File: src/ggc_pkg.sv
package ggc_pkg;

	localparam int VTX_W = 12;
	localparam int COLOR_W = 6;
	localparam int CNT_W = 7;
	localparam int EPOCH_W = 8;
	localparam int VTX_SPACE = 1 << VTX_W;

	localparam int MAX_VERTICES_DEF = 4096;
	localparam int MAX_COLORS_DEF = 64;

	// Last graph tag before a clearing pass is needed.
	localparam logic [EPOCH_W-1:0] EPOCH_MAX = '1;

	localparam int RES_DEPTH = 4;
	localparam int RES_PTR_W = 2;
	localparam int RES_CNT_W = 3;

	typedef struct packed {
		logic [VTX_W-1:0] vertex;
		logic [VTX_W-1:0] neighbor;
		logic             has_neighbor;
		logic             last_of_vertex;
		logic             new_graph;
	} item_t;

	typedef struct packed {
		logic [VTX_W-1:0]   colored_vertex;
		logic [COLOR_W-1:0] assigned_color;
		logic [CNT_W-1:0]   colors_used;
		logic               overflow;
	} res_t;

	// One word per vertex: graph tag, colored mark, color.
	typedef struct packed {
		logic [EPOCH_W-1:0] epoch;
		logic               mark;
		logic [COLOR_W-1:0] color;
	} entry_t;

	typedef struct packed {
		logic             en;
		logic [VTX_W-1:0] addr;
		entry_t           data;
	} mem_wr_t;

endpackage

File: src/ggc_first_fit.sv
module ggc_first_fit
	import ggc_pkg::*;
#(
	parameter int MAX_COLORS = MAX_COLORS_DEF
) (
	input  logic [MAX_COLORS-1:0] forbid,
	input  logic [CNT_W-1:0]      in_use,
	output logic [COLOR_W-1:0]    chosen,
	output logic [CNT_W-1:0]      in_use_next,
	output logic                  overflow
);

	logic [MAX_COLORS-1:0] avail;
	logic                  found;

	always_comb begin
		avail       = '0;
		found       = 1'b0;
		chosen      = '0;
		in_use_next = in_use;
		overflow    = 1'b0;
		for (int c = 0; c < MAX_COLORS; c++) begin
			avail[c] = !forbid[c] && (CNT_W'(c) < in_use);
		end
		// Lowest free color wins: scan from the top down.
		for (int c = MAX_COLORS - 1; c >= 0; c--) begin
			if (avail[c]) begin
				chosen = COLOR_W'(c);
				found  = 1'b1;
			end
		end
		if (!found) begin
			if (in_use < CNT_W'(MAX_COLORS)) begin
				chosen      = in_use[COLOR_W-1:0];
				in_use_next = in_use + 1'b1;
			end else begin
				overflow = 1'b1;
			end
		end
	end

endmodule

File: config.mk
export PLATFORM = sky130hd
export DESIGN_NAME = ggc_first_fit
export DESIGN_NICKNAME = d
export VERILOG_FILES = /design/src/ggc_pkg.sv /design/src/ggc_first_fit.sv
export SDC_FILE = /design/constraint.sdc
export NUM_CORES = 1
export LEC_CHECK = 0
export BUFFER_PORTS_ARGS = -buffer_cell sky130_fd_sc_hd__buf_4
export CAP_MARGIN = 40
export CORE_MARGIN = 3
export CORE_UTILIZATION = 48
export DETAILED_ROUTE_END_ITERATION = 12
export GPL_TIMING_DRIVEN = 0
export PLACE_DENSITY = 0.81
export SLEW_MARGIN = 20
export SYNTH_ARGS = -nofsm -noshare
export SYNTH_HDL_FRONTEND = slang
export SYNTH_SLANG_ARGS = --single-unit
File: constraint.sdc
create_clock -name vclk -period 3.1
set_clock_uncertainty 0.15 [all_clocks]
set_input_delay 0.62 -clock vclk [all_inputs]
set_output_delay 0.62 -clock vclk [all_outputs]
set_load 0.02 [all_outputs]
==> summary.txt <==
Detail Route Antenna Nets -> 0
maximum fanout count along the critical path -> 6
remaining design rule violation count -> 1
Maximum Capacitance Violations -> 0
total chip power -> 0.6141 mW
via count of the first global-routing pass -> 3520
Min-Delay Endpoint -> in_use_next[1]
number of DRC markers in iteration 0 -> 1104
HPWL after detailed placement -> 7487 um
number of library cell types mapped by synthesis -> 71
Horiz. Die Dim -> 74.71 um
height of the die -> 74.71 um
number of max-slew violations in the final report -> 0
syn_nets -> 429
share of post-route cells with drive strength above 1 -> 50.82%
Via-to-Cell Ratio -> 8.346
Clock buffer cells -> 0
source of the worst hold timing path -> in_use[0]
flip-flop and latch count -> 0
failing checks -> design-rule violations, negative setup slack
period utilisation layout -> 138.4%
Finish-stage setup viols -> 14
count of cells along the worst hold path -> 5
Seq/Total Area, Yosys -> 0%
classification of the worst setup path -> in2out
commonest cells after routing, fill and taps aside -> 112 x buf_4, 46 x a21oi_1, 29 x nand2_1, 20 x o21ai_0, 18 x buf_6
GRT overflow -> 0
minimum clock period -> 4290 ps
outcome -> complete, but fails checks
Netlist Area Pre-Place -> 0.002266 sq mm
Setup WS pre-CTS -> -1161 ps
Avg Inst Size Synth -> 6.347 sq um
sort of element at the start of the critical path -> input port
share of the synthesized area in the top cell type -> 12.59%
total routing resource utilization after global routing -> 39.15%
cell count after synthesis -> 357
number of iterations in the first detailed-routing pass -> 13
Worst-Margin Slew -> 866.0 ps
total area of sequential cells -> 0 sq um
static power due to leakage -> 1.609 nW
sum of negative setup slack -> -14800 ps
cell area reported after detailed placement -> 0.003087 sq mm
via count -> 4490
peak supply drop -> 0.1016 mV
gpl congestion -> 1.019
core footprint -> 0.004444 sq mm
top post-synthesis cells by area -> a21oi_1 13%, nand2_1 6.0%, o21ai_0 5.5%
pin count of the biggest net entering global routing -> 12
final worst setup slack -> -1190 ps
routed length per placed instance -> 29.50 um
global-route wire length before repair -> 17150 um
number of antenna violations at the first check in global routing -> 0
row count -> 24
post-synthesis cell type with the largest combined area -> a21oi_1
most common cell after layout, fill and taps aside -> buf_4
maximum clock frequency -> 233.1 MHz
number of nets in the layout -> 560
num ports -> 85
overall die area -> 0.005581 sq mm
Non-Filler Cell Area, Final -> 0.004023 sq mm
number of antenna repair diodes -> 0
initial core utilization -> 50.99%
Crit. End Element -> output pin
count of final hold-check violations -> 0
startpoint of the worst setup timing path -> in_use[6]
Port Buf Inserts -> 84
number of inserted filler cells in the final layout -> 208
Hold Worst Slack -> 1633 ps
PwrDens -> 152.7 mW/mm^2
synthesis-to-finish area growth -> 77.53%
Synth Warn # -> 0
unrepaired setup endpoints after global routing -> true
class of the most critical hold timing path -> in2out
wire length after detailed routing -> 15870 um
WP data arrival -> 3520 ps
required time at the endpoint of the critical path -> 2330 ps
hold-fix buffer count after cts -> 0
Rel. slew slack -> 41.92%
-- repair_timing --
item | 4_1_cts | 5_1_grt
pin swaps | 30 | 22
setup buffers | 37 | 10
cloned | 1 | 0
gates resized for setup | 85 | 43
setup endpoints to repair | 14 | 14
-- cell type report --
cell class	count	area, sq um	share of cell area [%]
well taps	52	65.06	1.617
multi-input cells	321	2581	64.17
plain buffers	23	229.0	5.692
repair buffers	129	1095	27.22
inverters	13	52.55	1.306
-- worst max path at each step --
stage | slack [ps] | cells after the start | endpoint
6_report | -1190 | 13 | in_use_next[5]
5_1_grt | -1310 | 13 | chosen[1]
4_1_cts | -800 | 12 | chosen[0]
3_5_place_dp | -1160 | 13 | chosen[0]
3_3_place_gp | -1160 | 13 | chosen[0]
2_1_floorplan | -350 | 10 | in_use_next[4]
-- power breakdown --
group,switching (mW),internal (mW),leakage (nW)
logic,0.363,0.251,1.61
clock network,0,0,0
registers,0,0,0
-- per-layer routing --
layer	up-vias	routed length, um	track usage (%)
met1	1918	4836	48.96
li1	1684	-	-
met2	611	6142	63.80
met3	275	2786	8.678
met4	2	2075	18.38
met5	-	28	0
-- worst max-delay path, stage by stage --
cell and delay (ps):
buf_8 100, buf_12 120, buf_4 180, nor3_4 400, o21ai_1 310, a22oi_2 350
nand4_1 210, nor4_4 360, buf_4 190, nand3_4 120, nor3_4 220, xor2_2 200
buf_6 140
-- through the flow --
stage	util, %	std cells
floorplan	-	357
global placement	69.45	493
detailed placement	69.45	493
CTS	84.52	530
global route	90.51	538
finish	90.51	538
-- cell families after synthesis --
kind of cell | count (synthesis) | share of synthesized area [%]
compound gates | 183 | 53.18
fa+ha+maj | 1 | 0.5521
simple gates | 132 | 36.22
buf+inv | 37 | 8.504
xor+xnor | 4 | 1.546
-- cells in the mapped netlist, drive strengths merged, types with 3 or more instances --
cell,instances
nand3,11
o21bai,6
o21a,4
a311oi,4
a211o,3
clkbuf,7
and3,3
a31oi,6
nand2b,5
nor4,8
nor3,12
or2,3
o21ai,33
and2,3
o31ai,8
buf,17
a41oi,4
nand3b,4
a211oi,14
a21oi,58
o211ai,6
nor4b,3
inv,13
nand2,38
a221oi,4
nand4,8
xnor2,3
o221ai,6
a22oi,4
a21o,4
nor2b,5
nor2,20
o22ai,3
Power figures use the tool's default switching activity.
