File: src/ggc_pkg.sv
package ggc_pkg;

	localparam int VTX_W = 12;
	localparam int COLOR_W = 6;
	localparam int CNT_W = 7;
	localparam int EPOCH_W = 8;
	localparam int VTX_SPACE = 1 << VTX_W;

	localparam int MAX_VERTICES_DEF = 4096;
	localparam int MAX_COLORS_DEF = 64;

	// Last graph tag before a clearing pass is needed.
	localparam logic [EPOCH_W-1:0] EPOCH_MAX = '1;

	localparam int RES_DEPTH = 4;
	localparam int RES_PTR_W = 2;
	localparam int RES_CNT_W = 3;

	typedef struct packed {
		logic [VTX_W-1:0] vertex;
		logic [VTX_W-1:0] neighbor;
		logic             has_neighbor;
		logic             last_of_vertex;
		logic             new_graph;
	} item_t;

	typedef struct packed {
		logic [VTX_W-1:0]   colored_vertex;
		logic [COLOR_W-1:0] assigned_color;
		logic [CNT_W-1:0]   colors_used;
		logic               overflow;
	} res_t;

	// One word per vertex: graph tag, colored mark, color.
	typedef struct packed {
		logic [EPOCH_W-1:0] epoch;
		logic               mark;
		logic [COLOR_W-1:0] color;
	} entry_t;

	typedef struct packed {
		logic             en;
		logic [VTX_W-1:0] addr;
		entry_t           data;
	} mem_wr_t;

endpackage

File: src/ggc_out_if.sv
interface ggc_out_if
	import ggc_pkg::*;
();
	logic valid;
	logic ready;
	res_t data;

	modport source (output valid, output data, input ready);
	modport sink (input valid, input data, output ready);
endinterface

File: src/ggc_result_fifo.sv
module ggc_result_fifo
	import ggc_pkg::*;
(
	input  logic                 clk,
	input  logic                 arst_n,
	input  logic                 push,
	input  res_t                 push_data,
	output logic [RES_CNT_W-1:0] count,
	ggc_out_if.source            result
);

	res_t                 buf_q [RES_DEPTH];
	logic [RES_PTR_W-1:0] wr_ptr_q;
	logic [RES_PTR_W-1:0] rd_ptr_q;
	logic [RES_CNT_W-1:0] count_q;
	logic                 pop;

	assign pop          = result.valid && result.ready;
	assign result.valid = (count_q != '0);
	assign result.data  = buf_q[rd_ptr_q];
	assign count        = count_q;

	always_ff @(posedge clk) begin
		if (push) begin
			buf_q[wr_ptr_q] <= push_data;
		end
	end

	always_ff @(posedge clk or negedge arst_n) begin
		if (!arst_n) begin
			wr_ptr_q <= '0;
			rd_ptr_q <= '0;
			count_q  <= '0;
		end else begin
			if (push) begin
				wr_ptr_q <= wr_ptr_q + 1'b1;
			end
			if (pop) begin
				rd_ptr_q <= rd_ptr_q + 1'b1;
			end
			unique case ({push, pop})
				2'b10:   count_q <= count_q + 1'b1;
				2'b01:   count_q <= count_q - 1'b1;
				default: count_q <= count_q;
			endcase
		end
	end

endmodule
File: src/flat_wrapper.sv
// flat-port wrapper written by rule: the top's interface ports become plain ports
module ggc_result_fifo_flat import ggc_pkg::*;
  (clk, arst_n, push, push_data, count, result_valid, result_data, result_ready);
  ggc_out_if result_i ();
  input  logic clk;
  input  logic arst_n;
  input  logic push;
  input  res_t push_data;
  output logic [RES_CNT_W-1:0] count;
  output wire logic [$bits(result_i.valid)-1:0] result_valid;
  output wire logic [$bits(result_i.data)-1:0] result_data;
  input wire logic [$bits(result_i.ready)-1:0] result_ready;
  assign result_valid = result_i.valid;
  assign result_data = result_i.data;
  assign result_i.ready = result_ready;
  ggc_result_fifo u_core (.clk(clk), .arst_n(arst_n), .push(push), .push_data(push_data), .count(count), .result(result_i));
endmodule
File: config.mk
export PLATFORM = sky130hd
export DESIGN_NAME = ggc_result_fifo_flat
export DESIGN_NICKNAME = d
export VERILOG_FILES = /design/src/ggc_pkg.sv /design/src/ggc_out_if.sv /design/src/ggc_result_fifo.sv /design/src/flat_wrapper.sv
export SDC_FILE = /design/constraint.sdc
export NUM_CORES = 1
export LEC_CHECK = 0
export BUFFER_PORTS_ARGS = -buffer_cell sky130_fd_sc_hd__buf_2
export CORE_UTILIZATION = 47
export CTS_CLUSTER_SIZE = 25
export DETAILED_ROUTE_END_ITERATION = 10
export PLACE_DENSITY = 0.78
export SYNTH_ARGS = -nofsm -noshare
export SYNTH_HDL_FRONTEND = slang
export SYNTH_SLANG_ARGS = --single-unit
File: constraint.sdc
create_clock -name clk -period 1.6 [get_ports clk]
set_input_delay 0.24 -clock clk [delete_from_list [all_inputs] [get_ports clk]]
set_output_delay 0.24 -clock clk [all_outputs]
set_load 0.1 [all_outputs]
==> flow_metrics.py, run 1 <==
metrics = {
    "cts": {
        "root_buffer": "clkbuf_8",
        "cts_buffers": 9,
        "cts_tree": "yes",
        "cts_max_path_buffers": 2,
        "clock_latency_ns": 0.36,
        "cts_sinks": 111,
        "path_clk_slew_ns": 0.10,
        "htree_levels": 3,
    },
    "sta": {
        "holdWs_ns": 0.0890,
        "fmax_mhz": 496,
        "setup_viol": 29,
        "tightest_slew_ns": 0.486,
        "period_minus_slack_ns": 2.01,
        "slew_viol_final": 0,
        "relSlewSlack": 0.679,
        "min_period_over_period": 1.26,
        "tns_ns": -10.67,
        "clock_skew_ns": 0.00738,
        "grt_setup_unrepaired": "yes",
        "finalHoldViolations": 0,
        "setup_ws_ns": -0.415,
    },
    "floorplanning": {
        "start_util": 0.484,
        "die_y_um": 96.6,
        "dieArea_um2": 9330,
        "ios": 60,
        "row_count": 34,
        "core-area_um2": 8680,
        "die_x_um": 96.6,
    },
    "place": {
        "place_ws_ns": -0.104,
        "portBuffers": 59,
        "dp_hpwl_um": 4660,
        "gp_congestion": 0.765,
    },
    "outcome": {
        "violations": "negative setup slack",
        "status": "finished with violations",
    },
    "setup_path": {
        "crit_arrival_ns": 1.77,
        "path_max_fanout": 6,
        "crit_chain": "buf_12, clkbuf_16, mux4_2, buf_12",
        "cp_slowest_cell": "mux4_2",
        "worstSetupPathType": "flip-flop to output pin",
        "max_stage_delay_ns": 0.54,
        "critPathLaunchType": "flip-flop",
        "end_kind": "output pin",
        "required_ns": 1.36,
        "critPathMostFrequentCell": "buf_12",
    },
    "route": {
        "finalWirelength_um": 7260,
        "drtIter0Drc": 84,
        "vias_per_cell": 5.22,
        "wire_per_inst_um": 19.3,
        "ant_nets": 0,
        "drc_errors": 0,
        "drtPass1Iterations": 4,
        "vias": 1964,
    },
    "global_routing": {
        "track_usage": 0.167,
        "grt_pass1_wl_um": 10700,
        "grt_overflow": 0,
        "antenna_found_initial": 0,
        "grt_pass1_vias": 2067,
        "grt_max_degree": 20,
    },
    "logic_synthesis": {
        "synth_cell_types": 19,
        "async_flop_share": 0.0631,
        "synth_cells": 172,
        "ys_seq_elements": 111,
        "yosysMostFrequentCell": "edfxtp_1",
        "synthTopCellsByArea": "edfxtp_1, mux4_2, mux4_1",
        "syn_nets": 208,
        "synth_top_area_share": 0.743,
        "synth_edf_count": 104,
        "synthTopCellsByCount": "edfxtp_1, mux4_2, mux4_1, dfrtp_1, inv_1",
        "yosys_warnings": 0,
        "syn_area_um2": 4200,
        "ys_seq_area_frac": 0.785,
        "synth_area_per_cell_um2": 24.4,
        "yosysTopAreaCell": "edfxtp_1",
        "synthFlopType": "edfxtp_1",
    },
    "final_layout": {
        "diodes": 0,
        "nets": 299,
        "fillCellCount": 619,
        "drive_gt1_frac": 0.504,
        "area_delta_synth_final_pct": 31.4,
        "post-route-util": 0.637,
    },
    "run": {
        "max_cap_violations": 0,
    },
    "hold_path": {
        "worstHoldPathType": "input port to flip-flop",
    },
}
-- worst paths after layout --
check,slack [ns],start,depth (start not counted),to
max,-0.41,u_core.rd_ptr_q[0],4,result_data[7]
min,0.09,push_data[23],1,u_core.buf_q[3][23]
max reg2reg,-0.14,u_core.count[1],7,u_core.count[2]
min reg2reg,0.55,u_core.wr_ptr_q[0],1,u_core.wr_ptr_q[0]
max in group asynchronous,1.16,arst_n,2,u_core.count[2]
min in group asynchronous,0.25,arst_n,2,u_core.count[0]
-- cell usage in the layout, fill, tap and decap left out, types with 2 or more instances in the layout --
master and n:
mux4_2 26, buf_4 15, bufinv_16 2, and2_2 3
ha_1 4, nand2_1 2, dfrtp_1 3, clkbuf_16 2
xor2_1 4, buf_2 30, buf_12 34, dfrtp_4 3
inv_1 5, clkbuf_8 9, clkinv_1 2, xnor2_1 2
edfxtp_1 104, buf_6 3
-- sequential cells by signal, indices dropped and copies added (netlist names) --
register	cells
u_core.wr_ptr_q	2
u_core.count	3
u_core.buf_q	104
u_core.rd_ptr_q	2
-- timing repair --
action | 4_1_cts | 5_1_grt
buffers inserted | 3 | 2
gates cloned | 0 | 2
endpoints found under the setup margin | 29 | 30
pin swaps | 5 | 3
hold buffers | 1 | 0
resized for setup | 7 | 3
hold endpoints to repair | 7 | 0
-- worst max-delay path, delay by kind of cell, from the launching register on --
family	cells	cell delay (ns)
DFF	1	0.39
muxes	1	0.54
buffers and inverters	3	0.48
-- logic make-up (layout without fill, tap and decap cells) --
kind of cell,count (synthesis),count (layout),synth area share
compound gates,2,2,0.00327
xor+xnor,6,6,0.0125
fa+ha+maj,6,6,0.0196
buf+inv,12,108,0.0211
flops,111,111,0.785
mux,27,27,0.149
simple gates,8,8,0.0101
-- final cells by class --
cell class / instances / area, um^2 / area share
timing repair buffer: 86 / 1040 / 0.189
clock inverter: 6 / 83.8 / 0.0152
clock buffer: 10 / 128 / 0.0231
inverter: 6 / 22.5 / 0.00408
sequential: 111 / 3310 / 0.599
multi-input combinational: 49 / 801 / 0.145
tap: 108 / 135 / 0.0245
-- stage by stage --
step | area (um^2) | cells
3_3_place_gp | 5170 | 352
3_5_place_dp | 5170 | 352
2_1_floorplan | 4200 | 172
4_1_cts | 5440 | 372
6_report | 5530 | 376
5_1_grt | 5530 | 376
-- per-layer routing --
| metal | share of wire | track usage | vias to the layer above |
|---|---|---|---|
| li1 | - | - | 881 |
| met1 | 0.41 | 0.204 | 1023 |
| met2 | 0.54 | 0.291 | 50 |
| met3 | 0.036 | 0.0352 | 10 |
| met4 | 0.014 | 0.0625 | 0 |
| met5 | 0 | 0 | - |
Power of run 1 is left out: the tool's default activity adds up to more than one toggle a clock period on the data nets, which glitch-free logic cannot reach.
==> inputs of run 2 (changes only) <==
BUFFER_PORTS_ARGS = unset   (was -buffer_cell sky130_fd_sc_hd__buf_2)
CTS_CLUSTER_SIZE = 20   (was 25)
DONT_BUFFER_PORTS = 1   (was unset)
PLACE_DENSITY = 0.72   (was 0.78)
RECOVER_POWER = 100   (was unset)
==> run 2 against run 1 <==
- first-iteration DRC count up 9.5%
- critical path type unchanged
- final area down 1.0%
- global-route usage up 0.74 points
- the run still ends with negative setup slack left
==> flow_metrics.py, run 2 (synthesis results as in run 1) <==
metrics = {
    "final_layout": {
        "mostFrequentLayoutCell": "edfxtp_1",
        "drive_gt1_frac": 0.377,
        "area_delta_synth_final_pct": 30.1,
        "final_cell_mix": "edfxtp_1, buf_12, dlygate4sd3_1",
        "largest_register_ffs": 104,
        "largest-register": "u_core.buf_q",
        "post-route-util": 0.630,
        "diodes": 0,
        "nets": 292,
        "fillCellCount": 615,
    },
    "setup_path": {
        "cp_slowest_cell": "mux4_2",
        "crit_family": "multiplexers",
        "critPathLaunchType": "flip-flop",
        "required_ns": 1.36,
        "crit_arrival_ns": 1.74,
        "path_max_fanout": 8,
        "max_stage_delay_ns": 0.54,
        "end_kind": "output pin",
        "worstSetupPathType": "flip-flop to output pin",
        "cp.buffers_inverters": 3,
        "crit_chain": "buf_4, buf_12, mux4_2, buf_12",
        "critPathMostFrequentCell": "buf_12",
    },
    "sta": {
        "tightest_slew_ns": 0.329,
        "tns_ns": -9.72,
        "finalHoldViolations": 0,
        "period_minus_slack_ns": 1.98,
        "setup_ws_ns": -0.378,
        "relSlewSlack": 0.781,
        "fmax_mhz": 506,
        "min_period_over_period": 1.24,
        "grt_setup_unrepaired": "yes",
        "setup_viol": 29,
        "clock_skew_ns": 0.00680,
        "slew_viol_final": 0,
    },
    "cts": {
        "root_buffer": "clkbuf_8",
        "clock_latency_ns": 0.36,
        "path_clk_slew_ns": 0.10,
        "cts_sinks": 111,
        "htree_levels": 3,
        "cts_tree": "yes",
        "cts_buffers": 9,
        "cts_max_path_buffers": 2,
    },
    "route": {
        "wl_met1_um": 2880,
        "finalWirelength_um": 7370,
        "vias": 1959,
        "drc_errors": 0,
        "highest_layer": "met4",
        "ant_nets": 0,
        "drtIter0Drc": 92,
        "drtPass1Iterations": 4,
        "wire_per_inst_um": 20.0,
        "wl_met2_um": 4000,
        "met3WireLength_um": 389,
        "vias_per_cell": 5.32,
    },
    "floorplanning": {
        "ios": 60,
        "die_x_um": 96.6,
        "die_y_um": 96.6,
        "row_count": 34,
        "start_util": 0.484,
        "dieArea_um2": 9330,
        "core-area_um2": 8680,
    },
    "place": {
        "gp_congestion": 0.793,
        "portBuffers": 0,
        "dp_hpwl_um": 4740,
    },
    "global_routing": {
        "grt_pass1_wl_um": 11200,
        "track_usage": 0.174,
        "grt_max_degree": 21,
        "grt_pass1_vias": 2190,
        "grt_overflow": 0,
        "antenna_found_initial": 0,
    },
    "outcome": {
        "violations": "negative setup slack",
        "status": "finished with violations",
    },
    "run": {
        "max_cap_violations": 0,
    },
    "hold_path": {
        "worstHoldPathType": "input port to asynchronous set/reset pin",
    },
}
[run 2: cell types whose count changed in the layout (fill, tap and decap cells not counted), sizes merged]
cell	before	now
dlygate4sd3	1	28
bufinv	2	0
buf	82	40
clkinvlp	1	3
clkbuf	13	20
[run 2: layout make-up]
type                       count  area (um^2)  area share
tap                          108          135      0.0247
timing repair buffer          79         1030       0.189
clock buffer                   9          124      0.0226
inverter                       6         22.5     0.00412
sequential                   111         3310       0.605
clock inverter                 6         46.3     0.00846
multi-input combinational     49          797       0.146
[run 2: timing repair]
item,CTS,global route
buffers inserted,2,2
pin swaps,5,2
gates resized for setup,3,4
hold buffers,28,0
hold endpoints to repair,113,0
setup endpoints to repair,29,30
[run 2: worst reg2reg max path: cells and delay by family (launching register included)]
| family | cells | cell delay [ns] |
|---|---|---|
| AOI/OAI and AO/OA | 1 | 0.31 |
| buffers and inverters | 1 | 0.06 |
| DFF | 1 | 0.48 |
| and+or+nand+nor | 1 | 0.08 |
| xor gates and xnor gates | 2 | 0.30 |
| adders and majority gates | 2 | 0.38 |
[run 2: worst paths after layout]
path / from / end / slack, ns / cells after the start
hold / removal: arst_n / u_core.count[1] / 0.20 / 1
setup reg to reg: u_core.count[1] / u_core.count[2] / -0.13 / 7
hold reg to reg: u_core.wr_ptr_q[0] / u_core.wr_ptr_q[0] / 0.55 / 1
min in group clk: push / u_core.count[0] / 0.22 / 3
max in group asynchronous: arst_n / u_core.count[2] / 1.13 / 1
setup / recovery: u_core.rd_ptr_q[0] / result_data[7] / -0.38 / 4
[run 2: through the flow]
stage                     setup WS (ns)  std cells  instance area, um^2  hold WS, ns
after floorplan                  -0.278        172                 4200      -0.0556
after global placement          -0.0498        321                 5030      -0.0553
after detailed placement         -0.150        321                 5030      -0.0554
after CTS                        -0.413        366                 5510        0.196
after global routing             -0.448        368                 5470        0.195
final                            -0.378        368                 5470        0.200
[run 2: routing by layer]
metal  track usage  vias to the layer above
met5             0                        -
met4        0.0564                        0
met3        0.0516                       10
met2         0.305                       61
met1         0.206                     1019
li1              -                      869
Power of run 2 is left out for the same reason.
